### config.mk
export PLATFORM = sky130hd
export DESIGN_NAME = ticket_queue_remove_by_id_unit
export DESIGN_NICKNAME = d
export VERILOG_FILES = /design/src/rtl/core/tqr_pkg.sv /design/src/rtl/core/ticket_queue_remove_by_id_unit.sv /design/src/rtl/core/tqr_mem.sv /design/src/rtl/core/tqr_ctrl.sv
export SDC_FILE = /design/constraint.sdc
export NUM_CORES = 1
export LEC_CHECK = 0
export ABC_AREA = 0
export BUFFER_PORTS_ARGS = -buffer_cell sky130_fd_sc_hd__buf_2
export CAP_MARGIN = 30
export CORE_ASPECT_RATIO = 0.6
export CORE_MARGIN = 1.5
export CORE_UTILIZATION = 25
export DETAILED_ROUTE_END_ITERATION = 16
export PLACE_DENSITY_LB_ADDON = 0.08
export SLEW_MARGIN = 20
export SYNTH_ARGS = -nofsm -noshare
export SYNTH_HDL_FRONTEND = slang
export SYNTH_SLANG_ARGS = --single-unit
### constraint.sdc
create_clock -name clk -period 3.8 [get_ports clk]
set_clock_uncertainty 0.05 [all_clocks]
set_input_delay 0.38 -clock clk [delete_from_list [all_inputs] [get_ports clk]]
set_output_delay 0.38 -clock clk [all_outputs]
set_load 0.1 [all_outputs]
### src/rtl/core/tqr_pkg.sv
// Shared types and constants for the ticket queue with removal by ticket.
// Depends on nothing; every module in rtl/core takes its names from here.
`timescale 1ns / 1ps

package tqr_pkg;

    // Queue geometry
    localparam int DEPTH   = 16;
    localparam int IDX_W   = (DEPTH > 1) ? $clog2(DEPTH) : 1;
    localparam int CNT_W   = $clog2(DEPTH + 1);
    localparam int TOTAL_W = $clog2(DEPTH * 255 + 1);

    // Field widths fixed by the item formats
    localparam int OP_W        = 2;
    localparam int TICKET_W    = 16;
    localparam int SIZE_W      = 8;
    localparam int STATUS_W    = 2;
    localparam int TOTAL_OUT_W = 12;
    localparam int OCC_W       = 5;

    // Saturation limits of the reported totals
    localparam int TOTAL_MAX = 4095;
    localparam int OCC_MAX   = 31;

    localparam logic [TICKET_W-1:0] FIRST_TICKET = 16'd1;

    // Command codes (code 3 behaves as a query)
    localparam logic [OP_W-1:0] OP_INSERT = 2'd0;
    localparam logic [OP_W-1:0] OP_REMOVE = 2'd1;
    localparam logic [OP_W-1:0] OP_QUERY  = 2'd2;

    // Status codes
    localparam logic [STATUS_W-1:0] STAT_OK        = 2'd0;
    localparam logic [STATUS_W-1:0] STAT_EMPTY     = 2'd1;
    localparam logic [STATUS_W-1:0] STAT_NOT_FOUND = 2'd2;
    localparam logic [STATUS_W-1:0] STAT_FULL      = 2'd3;

    typedef struct packed {
        logic [OP_W-1:0]     op;
        logic [SIZE_W-1:0]   group_size;
        logic [TICKET_W-1:0] ticket;
    } cmd_t;

    typedef struct packed {
        logic [STATUS_W-1:0]    status;
        logic [TICKET_W-1:0]    ticket_out;
        logic [TOTAL_OUT_W-1:0] total_people;
        logic [OCC_W-1:0]       occupancy;
    } rsp_t;

    // One queue slot as stored in memory
    typedef struct packed {
        logic [TICKET_W-1:0] ticket;
        logic [SIZE_W-1:0]   size;
    } entry_t;

    // Request from the controller to the entry memory
    typedef struct packed {
        logic             we;
        logic [IDX_W-1:0] waddr;
        entry_t           wdata;
        logic [IDX_W-1:0] raddr;
    } mem_req_t;

    typedef enum logic [2:0] {
        S_IDLE,
        S_INS_RD,
        S_SEARCH,
        S_SHIFT,
        S_DONE
    } state_t;

endpackage

### src/rtl/core/ticket_queue_remove_by_id_unit.sv
// Top level of the ticket queue with removal by ticket: controller, entry memory, output register.
// Depends on tqr_pkg, tqr_mem and tqr_ctrl.
`timescale 1ns / 1ps

// Usage:
//   cmd channel (cmd_valid / cmd_stall / cmd): one item per command - insert a group,
//   remove a ticket, or query. rsp channel (rsp_valid / rsp_stall / rsp): exactly one
//   result item per command, in command order, carrying status, ticket, total of
//   group sizes and occupancy after the command.
//   Work per command: a query or a rejected command goes straight to its result, an insert into
//   an empty queue writes without a read, other inserts take one read of the tail entry. A remove walks the
//   entry memory one slot a cycle through its single read port, searching and then
//   compacting, over every occupied slot whether or not the ticket is found.
//   One command is in work at a time; the next is accepted the cycle after the
//   previous result moves into the output register.
//   The output register decouples the two sides: while rsp_stall holds a result, the
//   block still accepts and works the next command and then waits with its result
//   until the register frees.
//   Reset (rst_n low, asynchronous) empties the queue and clears totals; memory
//   contents are not cleared, entries beyond the occupancy are never read.

module ticket_queue_remove_by_id_unit
(
    input  logic          clk,
    input  logic          rst_n,
    input  logic          cmd_valid,
    output logic          cmd_stall,
    input  tqr_pkg::cmd_t cmd,
    output logic          rsp_valid,
    input  logic          rsp_stall,
    output tqr_pkg::rsp_t rsp
);

    tqr_pkg::mem_req_t mem_req;
    tqr_pkg::entry_t   mem_rdata;
    logic              res_valid;
    logic              res_ready;
    tqr_pkg::rsp_t     res;

    logic              rsp_valid_reg;
    tqr_pkg::rsp_t     rsp_reg;

    tqr_ctrl u_ctrl
    (
        .clk       (clk),
        .rst_n     (rst_n),
        .cmd_valid (cmd_valid),
        .cmd_stall (cmd_stall),
        .cmd       (cmd),
        .mem_req   (mem_req),
        .mem_rdata (mem_rdata),
        .res_valid (res_valid),
        .res_ready (res_ready),
        .res       (res)
    );

    tqr_mem u_mem
    (
        .clk   (clk),
        .req   (mem_req),
        .rdata (mem_rdata)
    );

    // Output register
    assign res_ready = !rsp_valid_reg || !rsp_stall;

    always_ff @(posedge clk or negedge rst_n)
    begin
        if (!rst_n)
            rsp_valid_reg <= 1'b0;
        else if (res_ready)
            rsp_valid_reg <= res_valid;
    end

    always_ff @(posedge clk)
    begin
        if (res_ready && res_valid)
            rsp_reg <= res;
    end

    assign rsp_valid = rsp_valid_reg;
    assign rsp       = rsp_reg;

    // Checks

    // one command at a time: an accepted item blocks the next cycle
    assert property (@(posedge clk) disable iff (!rst_n)
        (cmd_valid && !cmd_stall) |=> cmd_stall)
        else $error("command accepted while another is in work");

    // a rejected insert reports a full queue and no ticket
    assert property (@(posedge clk) disable iff (!rst_n)
        (rsp_valid && rsp.status == tqr_pkg::STAT_FULL) |->
        (rsp.ticket_out == 16'd0 &&
         32'(rsp.occupancy) == ((tqr_pkg::DEPTH > tqr_pkg::OCC_MAX) ?
                                tqr_pkg::OCC_MAX : tqr_pkg::DEPTH)))
        else $error("full status with wrong ticket or occupancy");

    // an empty-queue result shows no entries and no people
    assert property (@(posedge clk) disable iff (!rst_n)
        (rsp_valid && rsp.status == tqr_pkg::STAT_EMPTY) |->
        (rsp.occupancy == '0 && rsp.total_people == '0))
        else $error("empty status with nonzero totals");

    // occupancy never exceeds the queue depth
    assert property (@(posedge clk) disable iff (!rst_n)
        rsp_valid |-> (32'(rsp.occupancy) <= tqr_pkg::DEPTH))
        else $error("occupancy above queue depth");

endmodule

### src/rtl/core/tqr_mem.sv
// Entry memory of the ticket queue: one write port, one read port, registered read data.
// Depends on tqr_pkg for the entry and request types.
`timescale 1ns / 1ps

module tqr_mem
(
    input  logic              clk,
    input  tqr_pkg::mem_req_t req,
    output tqr_pkg::entry_t   rdata
);

    tqr_pkg::entry_t entry_mem_reg [tqr_pkg::DEPTH];
    tqr_pkg::entry_t rdata_reg;

    // Write and read in the same cycle; read data is registered and shows up in the next cycle
    always_ff @(posedge clk)
    begin
        if (req.we)
        begin
            entry_mem_reg[req.waddr] <= req.wdata;
        end
        rdata_reg <= entry_mem_reg[req.raddr];
    end

    assign rdata = rdata_reg;

endmodule

### src/rtl/core/tqr_ctrl.sv
// Sequencer of the ticket queue: insert, search and compaction walks over the entry memory,
// plus the occupancy and running total registers. Depends on tqr_pkg.
`timescale 1ns / 1ps

module tqr_ctrl
(
    input  logic              clk,
    input  logic              rst_n,
    input  logic              cmd_valid,
    output logic              cmd_stall,
    input  tqr_pkg::cmd_t     cmd,
    output tqr_pkg::mem_req_t mem_req,
    input  tqr_pkg::entry_t   mem_rdata,
    output logic              res_valid,
    input  logic              res_ready,
    output tqr_pkg::rsp_t     res
);

    tqr_pkg::state_t                    state_reg, state_next;
    logic [tqr_pkg::SIZE_W-1:0]         gsize_reg, gsize_next;
    logic [tqr_pkg::TICKET_W-1:0]       want_reg, want_next;
    logic [tqr_pkg::IDX_W-1:0]          idx_reg, idx_next;
    logic [tqr_pkg::CNT_W-1:0]          count_reg, count_next;
    logic [tqr_pkg::TOTAL_W-1:0]        total_reg, total_next;
    logic [tqr_pkg::STATUS_W-1:0]       status_reg, status_next;
    logic [tqr_pkg::TICKET_W-1:0]       tout_reg, tout_next;

    logic [tqr_pkg::IDX_W-1:0]          idx_inc;
    logic                               more;
    logic [tqr_pkg::TICKET_W-1:0]       next_ticket;

    assign idx_inc     = idx_reg + tqr_pkg::IDX_W'(1);
    assign more        = (tqr_pkg::CNT_W'(idx_reg) + tqr_pkg::CNT_W'(1)) < count_reg;
    assign next_ticket = mem_rdata.ticket + tqr_pkg::TICKET_W'(1);

    // Control state
    always_ff @(posedge clk or negedge rst_n)
    begin
        if (!rst_n)
        begin
            state_reg <= tqr_pkg::S_IDLE;
            count_reg <= '0;
            total_reg <= '0;
        end
        else
        begin
            state_reg <= state_next;
            count_reg <= count_next;
            total_reg <= total_next;
        end
    end

    // Item fields, walk index and pending result
    always_ff @(posedge clk)
    begin
        gsize_reg  <= gsize_next;
        want_reg   <= want_next;
        idx_reg    <= idx_next;
        status_reg <= status_next;
        tout_reg   <= tout_next;
    end

    // Next state, memory requests
    always_comb
    begin
        state_next    = state_reg;
        gsize_next    = gsize_reg;
        want_next     = want_reg;
        idx_next      = idx_reg;
        count_next    = count_reg;
        total_next    = total_reg;
        status_next   = status_reg;
        tout_next     = tout_reg;
        mem_req       = '0;
        mem_req.raddr = idx_reg;
        res_valid     = 1'b0;
        cmd_stall     = (state_reg != tqr_pkg::S_IDLE);

        case (state_reg)
            tqr_pkg::S_IDLE:
            begin
                if (cmd_valid)
                begin
                    gsize_next  = cmd.group_size;
                    want_next   = cmd.ticket;
                    status_next = tqr_pkg::STAT_OK;
                    tout_next   = '0;
                    state_next  = tqr_pkg::S_DONE;
                    case (cmd.op)
                        tqr_pkg::OP_INSERT:
                        begin
                            if (count_reg == tqr_pkg::CNT_W'(tqr_pkg::DEPTH))
                            begin
                                status_next = tqr_pkg::STAT_FULL;
                            end
                            else if (count_reg == '0)
                            begin
                                // empty queue: first ticket, no tail to read
                                mem_req.we           = 1'b1;
                                mem_req.waddr        = '0;
                                mem_req.wdata.ticket = tqr_pkg::FIRST_TICKET;
                                mem_req.wdata.size   = cmd.group_size;
                                count_next = count_reg + tqr_pkg::CNT_W'(1);
                                total_next = total_reg + tqr_pkg::TOTAL_W'(cmd.group_size);
                                tout_next  = tqr_pkg::FIRST_TICKET;
                            end
                            else
                            begin
                                mem_req.raddr = tqr_pkg::IDX_W'(count_reg - tqr_pkg::CNT_W'(1));
                                state_next    = tqr_pkg::S_INS_RD;
                            end
                        end
                        tqr_pkg::OP_REMOVE:
                        begin
                            if (count_reg == '0)
                            begin
                                status_next = tqr_pkg::STAT_EMPTY;
                            end
                            else
                            begin
                                mem_req.raddr = '0;
                                idx_next      = '0;
                                state_next    = tqr_pkg::S_SEARCH;
                            end
                        end
                        default:
                        begin
                            // query and the spare code only report
                        end
                    endcase
                end
            end

            // Tail entry has arrived: append behind it
            tqr_pkg::S_INS_RD:
            begin
                mem_req.we           = 1'b1;
                mem_req.waddr        = tqr_pkg::IDX_W'(count_reg);
                mem_req.wdata.ticket = next_ticket;
                mem_req.wdata.size   = gsize_reg;
                count_next = count_reg + tqr_pkg::CNT_W'(1);
                total_next = total_reg + tqr_pkg::TOTAL_W'(gsize_reg);
                tout_next  = next_ticket;
                state_next = tqr_pkg::S_DONE;
            end

            // Walk from the head, one entry a cycle, for the first match
            tqr_pkg::S_SEARCH:
            begin
                if (mem_rdata.ticket == want_reg)
                begin
                    total_next = total_reg - tqr_pkg::TOTAL_W'(mem_rdata.size);
                    tout_next  = want_reg;
                    if (more)
                    begin
                        mem_req.raddr = idx_inc;
                        idx_next      = idx_inc;
                        state_next    = tqr_pkg::S_SHIFT;
                    end
                    else
                    begin
                        count_next = count_reg - tqr_pkg::CNT_W'(1);
                        state_next = tqr_pkg::S_DONE;
                    end
                end
                else if (more)
                begin
                    mem_req.raddr = idx_inc;
                    idx_next      = idx_inc;
                end
                else
                begin
                    status_next = tqr_pkg::STAT_NOT_FOUND;
                    state_next  = tqr_pkg::S_DONE;
                end
            end

            // Close the gap: entry k+1 moves to k while k+2 is read, so the
            // write never hits the address being read
            tqr_pkg::S_SHIFT:
            begin
                mem_req.we    = 1'b1;
                mem_req.waddr = idx_reg - tqr_pkg::IDX_W'(1);
                mem_req.wdata = mem_rdata;
                if (more)
                begin
                    mem_req.raddr = idx_inc;
                    idx_next      = idx_inc;
                end
                else
                begin
                    count_next = count_reg - tqr_pkg::CNT_W'(1);
                    state_next = tqr_pkg::S_DONE;
                end
            end

            // Hand the result to the output register
            tqr_pkg::S_DONE:
            begin
                res_valid = 1'b1;
                if (res_ready)
                begin
                    state_next = tqr_pkg::S_IDLE;
                end
            end

            default:
            begin
                state_next = tqr_pkg::S_IDLE;
            end
        endcase
    end

    // Result fields, totals saturated to the reported widths
    always_comb
    begin
        res.status     = status_reg;
        res.ticket_out = tout_reg;
        if (32'(total_reg) > tqr_pkg::TOTAL_MAX)
            res.total_people = tqr_pkg::TOTAL_OUT_W'(tqr_pkg::TOTAL_MAX);
        else
            res.total_people = tqr_pkg::TOTAL_OUT_W'(total_reg);
        if (32'(count_reg) > tqr_pkg::OCC_MAX)
            res.occupancy = tqr_pkg::OCC_W'(tqr_pkg::OCC_MAX);
        else
            res.occupancy = tqr_pkg::OCC_W'(count_reg);
    end

endmodule
==> flow_summary_export.csv <==
group,metric,value,unit
placement,post-place-ws,0.07131,ns
clocking,cts.htree.levels,2,
yosys,synth-seq-area-share,66.06,%
floorplan,die_y,236.2,um
yosys,synth.top_cell.area_share,61.62,%
floorplan,dieArea,92510,sq um
yosys,async_flop_share,4.118,%
sta,final.min_clock_period,3.678,ns
yosys,synth_area,22660,sq um
routing,drcViolationCount,0,
finish,fin_area,27700,sq um
critical_path,crit_required,4.25,ns
clocking,ctsRootBufferMaster,"clkbuf_16",
routing,drt.antenna.violating_nets,0,
yosys,synth_xor_area_share,2.512,%
sta,max_freq,271.9,MHz
run,maxCapViolCount,0,
yosys,synth_ff_type,"edfxtp_1",
global_route,grt_pass1_vias,15560,
global_route,antenna_found_initial,1,
yosys,synth_seq_cells,510,
yosys,synth-edff-count,465,
floorplan,core_area,89760,sq um
power_and_ir_drop,ir_drop,0.0006658,V
yosys,yosysTopAreaCell,"edfxtp_1",
yosys,synth_compound_gate_area_share,15.40,%
yosys,synth_fa_ha_area_share,1.358,%
sta,setup_viol,0,
global_route,groute.usage.overall,17.36,%
critical_path,crit_type,"reg2reg",
placement,dpl.hpwl,49970,um
yosys,synth_top_family_by_area,"compound AO/OA/AOI/OAI gates",
routing,vias_per_cell,5.014,
global_route,grt_max_degree,91,
yosys,syn_area_per_cell,12.79,sq um
routing,wire_per_inst,25.47,um
yosys,syn_inst,1771,
finish,num-nets-final,1986,
global_route,grt-ovfl-total,0,
routing,drtIter0Drc,1221,
clocking,cts_sinks,510,
floorplan,row_count,85,
status,status,"completed",
yosys,synth_cell_types,70,
finish,largest_reg_flops,384,
floorplan,die_w,391.7,um
power_and_ir_drop,cellLeakagePower,9.458,nW
power_and_ir_drop,p_per_area,849.5,nW/um^2
hold_path,hp-class,"in2reg",
sta,worst_pin_slew,0.8012,ns
sta,setup_ws,0.1217,ns
yosys,synth_fp_nets,1825,
sta,final_max_slew_viol_count,0,
critical_path,critPathArrivalTime,4.13,ns
floorplan,initial_utilization,25.24,%
yosys,muxShareOfSynthArea,1.773,%
yosys,yosys.area_share.simple,9.740,%
yosys,synth.most_common_cell,"edfxtp_1",
sta,hold_viol,0,
critical_path,critPathCaptureType,"flip-flop",
sta,min_period_over_period,96.80,%
routing,num_vias,16010,
yosys,ys_warn_count,0,
clocking,cts_buffer_depth,3,
sta,setup-tns-final,0,ns
critical_path,path_max_fanout,12,
sta,worst_slew_margin_rel,46.59,%
routing,wirelength,81330,um
yosys,synth.area.top_cells,"edfxtp_1 62%, a221oi_1 5.9%, a21oi_1 4.4%, nand2_1 3.6%, dfrtp_1 2.3%",
clocking,clock_latency,0.63,ns
critical_path,start_kind,"flip-flop",
clocking,cts_tree,"yes",
finish,drive_gt1_share,19.05,%
floorplan,pin_count,67,
yosys,synthTopCellsByCount,"465 x edfxtp_1, 220 x nand2_1, 201 x a21oi_1",
placement,gp_congestion,0.7880,
routing,first_pass_iters,9,
placement,portBuffers,66,
clocking,path_clk_slew,0.06,ns
finish,syn_to_final_growth,22.26,%
clocking,cts_inserted_buffers,50,
global_route,grt_pass1_wl,116000,um
placement,placed_cell_area,25650,sq um
==> cells in the final DEF, fill, tap and decap left out, drive strengths merged, types with 4 or more instances in the layout <==
cell type / n
or4: 22
nor2b: 7
dlygate4sd3: 27
clkinv: 14
or3: 9
dfxtp: 24
a21oi: 202
dfrtp: 21
edfxtp: 465
inv: 30
o22ai: 10
ha: 23
nor3: 20
buf: 216
mux2i: 30
mux2: 9
and3: 5
a222oi: 7
a221oi: 173
nand2: 223
or2: 5
nand2b: 4
a21o: 11
nor4: 11
nor2: 64
nand3: 96
xnor2: 33
o211ai: 4
o21ai: 39
clkbuf: 79
a221o: 4
xor2: 32
a22o: 10
==> critical path, stage by stage (launching register included) <==
cell and delay (ns):
edfxtp_1 0.40, ha_1 0.22, and3_1 0.19, ha_1 0.29, or4b_4 0.53, o41a_1 0.15
nand2_2 0.09, buf_4 0.14, o21ai_4 0.13, buf_12 0.18, clkbuf_16 0.19, a221oi_1 0.35
buf_4 0.19, a221oi_1 0.07, or4_1 0.40
==> power breakdown <==
group / switching, mW / internal (mW)
Sequential: 0.559 / 6.99
Clock: 2.29 / 2.77
Combinational: 7.20 / 3.74
==> layer usage <==
layer  wire length [um]  track usage, %
met1              42490           27.45
met2              32530           23.78
met3               4564           3.323
met4               1737           4.240
met5                  0               0
==> worst paths after layout <==
kind / endpoint / cells after the start / from / slack [ns]
max in group asynchronous: u_ctrl.total_reg[8] / 2 / rst_n / 3.09
min in group asynchronous: u_ctrl.count_reg[2] / 2 / rst_n / 0.24
setup / recovery: u_mem.rdata[18] / 14 / u_ctrl.idx_reg[0] / 0.12
setup reg to reg: u_mem.rdata[18] / 14 / u_ctrl.idx_reg[0] / 0.12
hold reg to reg: rsp[29] / 0 / u_ctrl.tout_reg[12] / 0.37
hold / removal: u_ctrl.state_reg[1] / 3 / cmd[24] / 0.07
==> final cells by class <==
type                    instances  area [sq um]
diodes                          1         2.502
clock buffers                  78          1489
clock inverters                16         132.6
fillers                      9031         62060
inverters                      30         112.6
multi-input cells            1096          7259
flip-flops and latches        510         14970
well taps                    1218          1524
repair buffers                244          2215
==> repair_timing <==
item,4_1_cts,5_1_grt
setup endpoints to repair,0,23
hold buffers,27,0
gates resized for setup,0,11
hold endpoints to repair,47,0
setup buffers,0,6
==> logic make-up (layout without fill, tap and decap cells) <==
family,Yosys count,in the layout
compound gates,489,489
xor+xnor,65,65
fa+ha+maj,24,24
buf+inv,165,368
flops,510,510
mux,39,39
other cells,0,1
simple gates,479,479
==> metrics by stage <==
| step | total power, mW | std cells | hold WS [ns] | util (%) |
|---|---|---|---|---|
| after global routing | 24.86 | 3192 | 0.06433 | 30.86 |
| after CTS | 23.55 | 3185 | 0.01084 | 30.68 |
| after global placement | 18.39 | 3064 | 0.3569 | 28.57 |
| after detailed placement | 18.36 | 3064 | 0.3516 | 28.57 |
| after floorplan | 14.06 | 1771 | 0.03441 | - |
| final | 23.53 | 3193 | 0.07284 | 30.86 |
Power figures use the tool's default switching activity.
